$ cat config.mk
export PLATFORM = sky130hd
export DESIGN_NAME = lpl_ctrl
export DESIGN_NICKNAME = d
export VERILOG_FILES = /design/src/hw/rtl/lpl_pkg.sv /design/src/hw/rtl/lpl_ctrl.sv
export SDC_FILE = /design/constraint.sdc
export NUM_CORES = 1
export LEC_CHECK = 0
export BUFFER_PORTS_ARGS = -buffer_cell sky130_fd_sc_hd__buf_4
export CORE_AREA = 2 2 41 43
export CTS_BUF_LIST = sky130_fd_sc_hd__clkbuf_2 sky130_fd_sc_hd__clkbuf_4 sky130_fd_sc_hd__clkbuf_8
export DETAILED_ROUTE_END_ITERATION = 6
export DIE_AREA = 0 0 43 45
export GPL_TIMING_DRIVEN = 0
export PLACE_DENSITY = 0.92
export SYNTH_ARGS = -nofsm -noshare
export SYNTH_HDL_FRONTEND = slang
export SYNTH_SLANG_ARGS = --single-unit
$ cat constraint.sdc
create_clock -name aclk -period 2.45 [get_ports aclk]
set_clock_uncertainty 0.05 [all_clocks]
set_input_delay 0.3675 -clock aclk [delete_from_list [all_inputs] [get_ports aclk]]
set_output_delay 0.3675 -clock aclk [all_outputs]
set_load 0.01 [all_outputs]
$ cat src/hw/rtl/lpl_pkg.sv
`default_nettype none
// ----------------------------------------------------------------------------
// lpl_pkg
// Shared types and constants of the look-ahead peak limiter: payload beats,
// register indexes, controller states, and the command/status bundles.
// ----------------------------------------------------------------------------
package lpl_pkg;

    localparam int SAMPLE_BITS = 24;
    localparam int DRIVE_W     = 16;
    localparam int CEIL_W      = 24;
    localparam int GAIN_W      = 24;
    localparam int GAIN_FRAC   = 23;
    localparam int DRIVE_FRAC  = 12;
    localparam int X_W         = SAMPLE_BITS + 4;  // driven sample width
    localparam int CFG_W       = 24;
    localparam int DIV_STEPS   = 23;
    localparam int DIV_CNT_W   = 5;

    localparam logic [GAIN_W-1:0]  GAIN_UNITY  = 24'd8388608;
    localparam logic [DRIVE_W-1:0] DRIVE_RESET = 16'd4096;
    localparam logic [CEIL_W-1:0]  CEIL_RESET  = 24'd7476355;

    typedef enum logic {
        CFG_DRIVE_GAIN    = 1'b0,
        CFG_CEILING_LEVEL = 1'b1
    } cfg_index_t;

    typedef struct packed {
        logic signed [SAMPLE_BITS-1:0] left_sample;
        logic signed [SAMPLE_BITS-1:0] right_sample;
    } in_beat_t;

    typedef struct packed {
        logic signed [SAMPLE_BITS-1:0] left_out;
        logic signed [SAMPLE_BITS-1:0] right_out;
        logic        [GAIN_W-1:0]      left_gain;
        logic        [GAIN_W-1:0]      right_gain;
    } out_beat_t;

    typedef enum logic [3:0] {
        ST_IDLE,
        ST_MUL,
        ST_DLY,
        ST_BACK_RD,
        ST_BACK_CMP,
        ST_FRONT_RD,
        ST_FRONT_CMP,
        ST_PUSH,
        ST_PEAK_RD,
        ST_PEAK_LD,
        ST_DIV_CHK,
        ST_DIV,
        ST_DIV_END,
        ST_OUT_MUL,
        ST_OUT_SAT,
        ST_FINISH
    } state_t;

    typedef struct packed {
        logic load_in;
        logic ch;
        logic mul_x;
        logic dly_wr;
        logic back_rd;
        logic drop_back;
        logic front_rd;
        logic drop_front;
        logic push;
        logic peak_rd;
        logic peak_ld;
        logic gain_unity;
        logic div_init;
        logic div_step;
        logic div_end;
        logic out_mul;
        logic out_sat;
        logic advance;
    } cmd_t;

    typedef struct packed {
        logic count_zero;
        logic back_gt;
        logic front_old;
        logic peak_trivial;
        logic out_busy;
    } sts_t;

endpackage
`default_nettype wire

$ cat src/hw/rtl/lpl_ctrl.sv
`default_nettype none
// ----------------------------------------------------------------------------
// lpl_ctrl
// Sequencer: walks each channel through drive, delay, queue pops, push,
// peak read, divide and output scaling, then hands the beat out.
// ----------------------------------------------------------------------------
module lpl_ctrl import lpl_pkg::*; (
    input  wire logic aclk,
    input  wire logic aresetn,
    input  wire logic s_valid,
    output logic      s_ready,
    input  wire sts_t sts,
    output cmd_t      cmd
);

    state_t               state_reg, state_next;
    logic                 ch_reg, ch_next;
    logic [DIV_CNT_W-1:0] cnt_reg, cnt_next;

    always_ff @(posedge aclk) begin
        if (!aresetn) begin
            state_reg <= ST_IDLE;
            ch_reg    <= 1'b0;
            cnt_reg   <= '0;
        end else begin
            state_reg <= state_next;
            ch_reg    <= ch_next;
            cnt_reg   <= cnt_next;
        end
    end

    always_comb begin
        state_next = state_reg;
        ch_next    = ch_reg;
        cnt_next   = cnt_reg;
        cmd        = '0;
        cmd.ch     = ch_reg;
        s_ready    = 1'b0;
        case (state_reg)
            ST_IDLE: begin
                s_ready = 1'b1;
                if (s_valid) begin
                    cmd.load_in = 1'b1;
                    ch_next     = 1'b0;
                    state_next  = ST_MUL;
                end
            end
            ST_MUL: begin
                cmd.mul_x  = 1'b1;
                state_next = ST_DLY;
            end
            ST_DLY: begin
                cmd.dly_wr = 1'b1;
                state_next = ST_BACK_RD;
            end
            ST_BACK_RD: begin
                if (sts.count_zero) begin
                    state_next = ST_FRONT_RD;
                end else begin
                    cmd.back_rd = 1'b1;
                    state_next  = ST_BACK_CMP;
                end
            end
            ST_BACK_CMP: begin
                if (sts.back_gt) begin
                    state_next = ST_FRONT_RD;
                end else begin
                    cmd.drop_back = 1'b1;
                    state_next    = ST_BACK_RD;
                end
            end
            ST_FRONT_RD: begin
                if (sts.count_zero) begin
                    state_next = ST_PUSH;
                end else begin
                    cmd.front_rd = 1'b1;
                    state_next   = ST_FRONT_CMP;
                end
            end
            ST_FRONT_CMP: begin
                if (sts.front_old) begin
                    cmd.drop_front = 1'b1;
                    state_next     = ST_FRONT_RD;
                end else begin
                    state_next = ST_PUSH;
                end
            end
            ST_PUSH: begin
                cmd.push   = 1'b1;
                state_next = ST_PEAK_RD;
            end
            ST_PEAK_RD: begin
                cmd.peak_rd = 1'b1;
                state_next  = ST_PEAK_LD;
            end
            ST_PEAK_LD: begin
                cmd.peak_ld = 1'b1;
                state_next  = ST_DIV_CHK;
            end
            ST_DIV_CHK: begin
                if (sts.peak_trivial) begin
                    cmd.gain_unity = 1'b1;
                    state_next     = ST_OUT_MUL;
                end else begin
                    cmd.div_init = 1'b1;
                    cnt_next     = '0;
                    state_next   = ST_DIV;
                end
            end
            ST_DIV: begin
                cmd.div_step = 1'b1;
                cnt_next     = cnt_reg + 1'b1;
                if (cnt_reg == DIV_CNT_W'(DIV_STEPS - 1)) begin
                    state_next = ST_DIV_END;
                end
            end
            ST_DIV_END: begin
                cmd.div_end = 1'b1;
                state_next  = ST_OUT_MUL;
            end
            ST_OUT_MUL: begin
                cmd.out_mul = 1'b1;
                state_next  = ST_OUT_SAT;
            end
            ST_OUT_SAT: begin
                cmd.out_sat = 1'b1;
                if (ch_reg) begin
                    state_next = ST_FINISH;
                end else begin
                    ch_next    = 1'b1;
                    state_next = ST_MUL;
                end
            end
            ST_FINISH: begin
                if (!sts.out_busy) begin
                    cmd.advance = 1'b1;
                    state_next  = ST_IDLE;
                end
            end
            default: begin
                state_next = ST_IDLE;
            end
        endcase
    end

endmodule
`default_nettype wire

==> summary.md <==
| Metric | Value |
|---|---|
| Setup_tns | `0 ns` |
| Syn Inst Count | `approximately 110` |
| Die Ht | `around 45 um` |
| Max-slew violations | `0` |
| Max stage delay on crit path | `0.29 ns` |
| Top FF cell, synth | `dfxtp_1` |
| Port bufs | `26` |
| Worst-Margin Slew | `0.286 ns` |
| Vias in the first global route | `about 720` |
| Core area | `~0.0015 sq mm` |
| WP data arrival | `~1.4 ns` |
| Routed WL per cell | `between 10 and 15 um` |
| Area Overhead vs Synth | `32.7%` |
| Most common cell in the synthesized netlist | `nor2_1` |
| Final setup vio count | `0` |
| Synthesized area | `768 sq um` |
| Cts bufs inserted | `3` |
| HP Class | `in2reg` |
| Avg Inst Size Synth | `around 7.2 sq um` |
| Most frequent cells after synthesis | `nor2_1, dfxtp_1` |
| Max frequency | `~0.55 GHz` |
| Yosys warns | `0` |
| Routed vias | `roughly 880` |
| Critical-path top delay cell | `dfxtp_1` |
| FP Rows | `14` |
| Largest net degree at the start of global routing | `11` |
| Pre-antenna DRT Iters | `4` |
| Post-Route WL | `2.03 mm` |
| Max Buffers Root-to-Sink | `2` |
| Clk sinks | `10` |
| CP dominant cell by count | `buf_4` |
| Nets | `roughly 150` |
| Post-DP HPWL | `around 1.6 mm` |
| Placer Congestion | `0.905` |
| GRT Overall Usage | `approximately 22%` |
| Synthesized Nets | `117` |
| Fin Hold WS | `0.304 ns` |
| TritonCTS clock tree | `yes` |
| Drt via density | `slightly below 6` |
| Max reg flops | `5` |
| WP data required | `just over 2 ns` |
| Post-synth EDFFs | `0` |
| Clk root buf | `clkbuf_4` |
| Max Cap Viol | `0` |
| Critical Path Fanout Max | `10` |
| Cell variety after synth | `35` |
| Die ar. | `just under 0.002 sq mm` |
| Area leader, netlist | `dfxtp_1` |
| Reg2Reg Depth | `5` |
| Register area share after synthesis | `between 20% and 30%` |
| Worst-skew pair later-pin latency | `approximately 0.26 ns` |
| Detailed router's first-iteration violation count | `35` |
| Hold Crit Endpoint | `state_reg[2]` |
| Synth top area cells | `dfxtp_1, nor2_1, nor3_1` |
| Antenna diodes | `0` |
| Hold depth | `2` |
| CP endpoint kind | `primary output` |
| Post-synth top area share | `a little over a quarter` |
| Setup crit start kind | `flop` |
| Cell leakage power | `0.480 nW` |
| Critical R2R Launch | `state_reg[3]` |
| Clk slew on worst S/H paths | `approximately 0.07 ns` |
| RSZ-0062 raised after global routing | `false` |
| Hold-fix buffers, CTS | `0` |
| Chip width | `around 43 um` |
| R2R Setup Slk | `about 1.1 ns` |
| Initial Util | `52.2%` |
| WS Path Type | `reg2out` |
| Crit share post-route | `73.8%` |
| Peak supply drop | `around 0.00028 V` |
| Routed Antenna Nets | `0` |
| H-tree depth | `1` |
| Crit path cell chain | `buf_2, buf_4, nor2_1, nand3_1, inv_1, buf_4` |
| Post-cts repair resize count | `0` |
| R2R Path End | `state_reg[2]` |
| Sequential cell area | `about 200 sq um` |
| # IOs | `27` |
| Post-CTS setup buffers | `0` |
| FF+latch count, synth | `10` |
| Area taken by multi-input logic gates | `480 sq um` |
| Hold path startpoint | `aresetn` |
| Post-synth ARST share | `0%` |
| Outcome | `completed` |
| Total gr overflow | `0` |
| Final Hold Vio Count | `0` |
| Drt drc | `0` |
| Slew margin rel. | `80.6%` |
| PwrDens | `between 400 and 500 mW/mm^2` |
| Clock period minus worst slack | `about 1.8 ns` |
| Initial antenna violation count | `0` |
| Filler cells | `127` |
| Layout cells sized above 1 | `around 33%` |
| Global-route wire length before repair | `roughly 3.2 mm` |
==> placed cells by master (no fill, tap or decap), drive strengths merged, types with 2 or more instances in the layout <==
| master | Yosys | routed |
|---|---|---|
| o21ai | 9 | 9 |
| a31oi | 5 | 5 |
| nand3 | 3 | 3 |
| dfxtp | 10 | 10 |
| nor3 | 9 | 9 |
| nor2 | 20 | 20 |
| clkbuf | 0 | 4 |
| or2 | 2 | 2 |
| a21oi | 7 | 7 |
| ha | 2 | 2 |
| buf | 7 | 33 |
| inv | 8 | 8 |
| nand2b | 4 | 4 |
| nand2 | 8 | 8 |
| nand4b | 2 | 2 |
==> final cells by class <==
class	count	area share, %
Multi-Input combinational cell	82	47.1
Sequential cell	10	19.6
Timing Repair Buffer	26	19.1
Buffer	7	5.64
Clock buffer	4	3.56
Inverter	8	2.94
Tap cell	16	1.96
==> logic make-up (layout without fill, tap and decap cells) <==
kind of cell,after synthesis,after routing,share of synthesized area [%]
AOI/OAI and AO/OA,29,29,23.6
adders and majority gates,2,2,3.26
buffers and inverters,15,45,11.4
DFF,10,10,26.1
and+or+nand+nor,51,51,35.7
==> worst max path at each step <==
stage,start,endpoint,cells after the start
finish,state_reg[3],cmd[17],6
global placement,state_reg[3],cmd[17],6
floorplan,state_reg[3],cmd[12],3
global route,state_reg[1],cmd[11],4
CTS,state_reg[3],cmd[17],6
detailed placement,state_reg[3],cmd[17],6
==> metrics by stage <==
step                cells  instance area (sq um)  worst slack, ns  util, %  total power, mW
floorplan             107                    768            0.982        -            0.238
global placement      149                    983            0.939     66.8            0.276
detailed placement    149                    983            0.930     66.8            0.279
CTS                   153                   1020            0.629     69.3            0.428
global route          153                   1020            0.492     69.3            0.446
finish                153                   1020            0.642     69.3            0.422
==> worst max-delay path, delay by kind of cell, from the launching register on <==
kind,cells,cell delay (ns)
buffers and inverters,4,0.53
and+or+nand+nor,2,0.30
DFF,1,0.29
==> power by group <==
| group | total, mW | internal [mW] | switching (mW) |
|---|---|---|---|
| logic | 0.105 | 0.0482 | 0.0566 |
| clock network | 0.145 | 0.0901 | 0.0551 |
| registers | 0.172 | 0.167 | 0.00502 |
==> per-layer routing <==
metal / vias to the layer above / global-route usage [%] / routed length [um] / part of all wire (%)
li1: 434 / - / - / -
met1: 417 / 29.0 / 882 / 44
met2: 32 / 37.0 / 1030 / 51
met3: 0 / 7.20 / 118 / 5.8
met4: 0 / 2.42 / 0 / 0
met5: - / 0 / 0 / 0
Power figures use the tool's default switching activity.
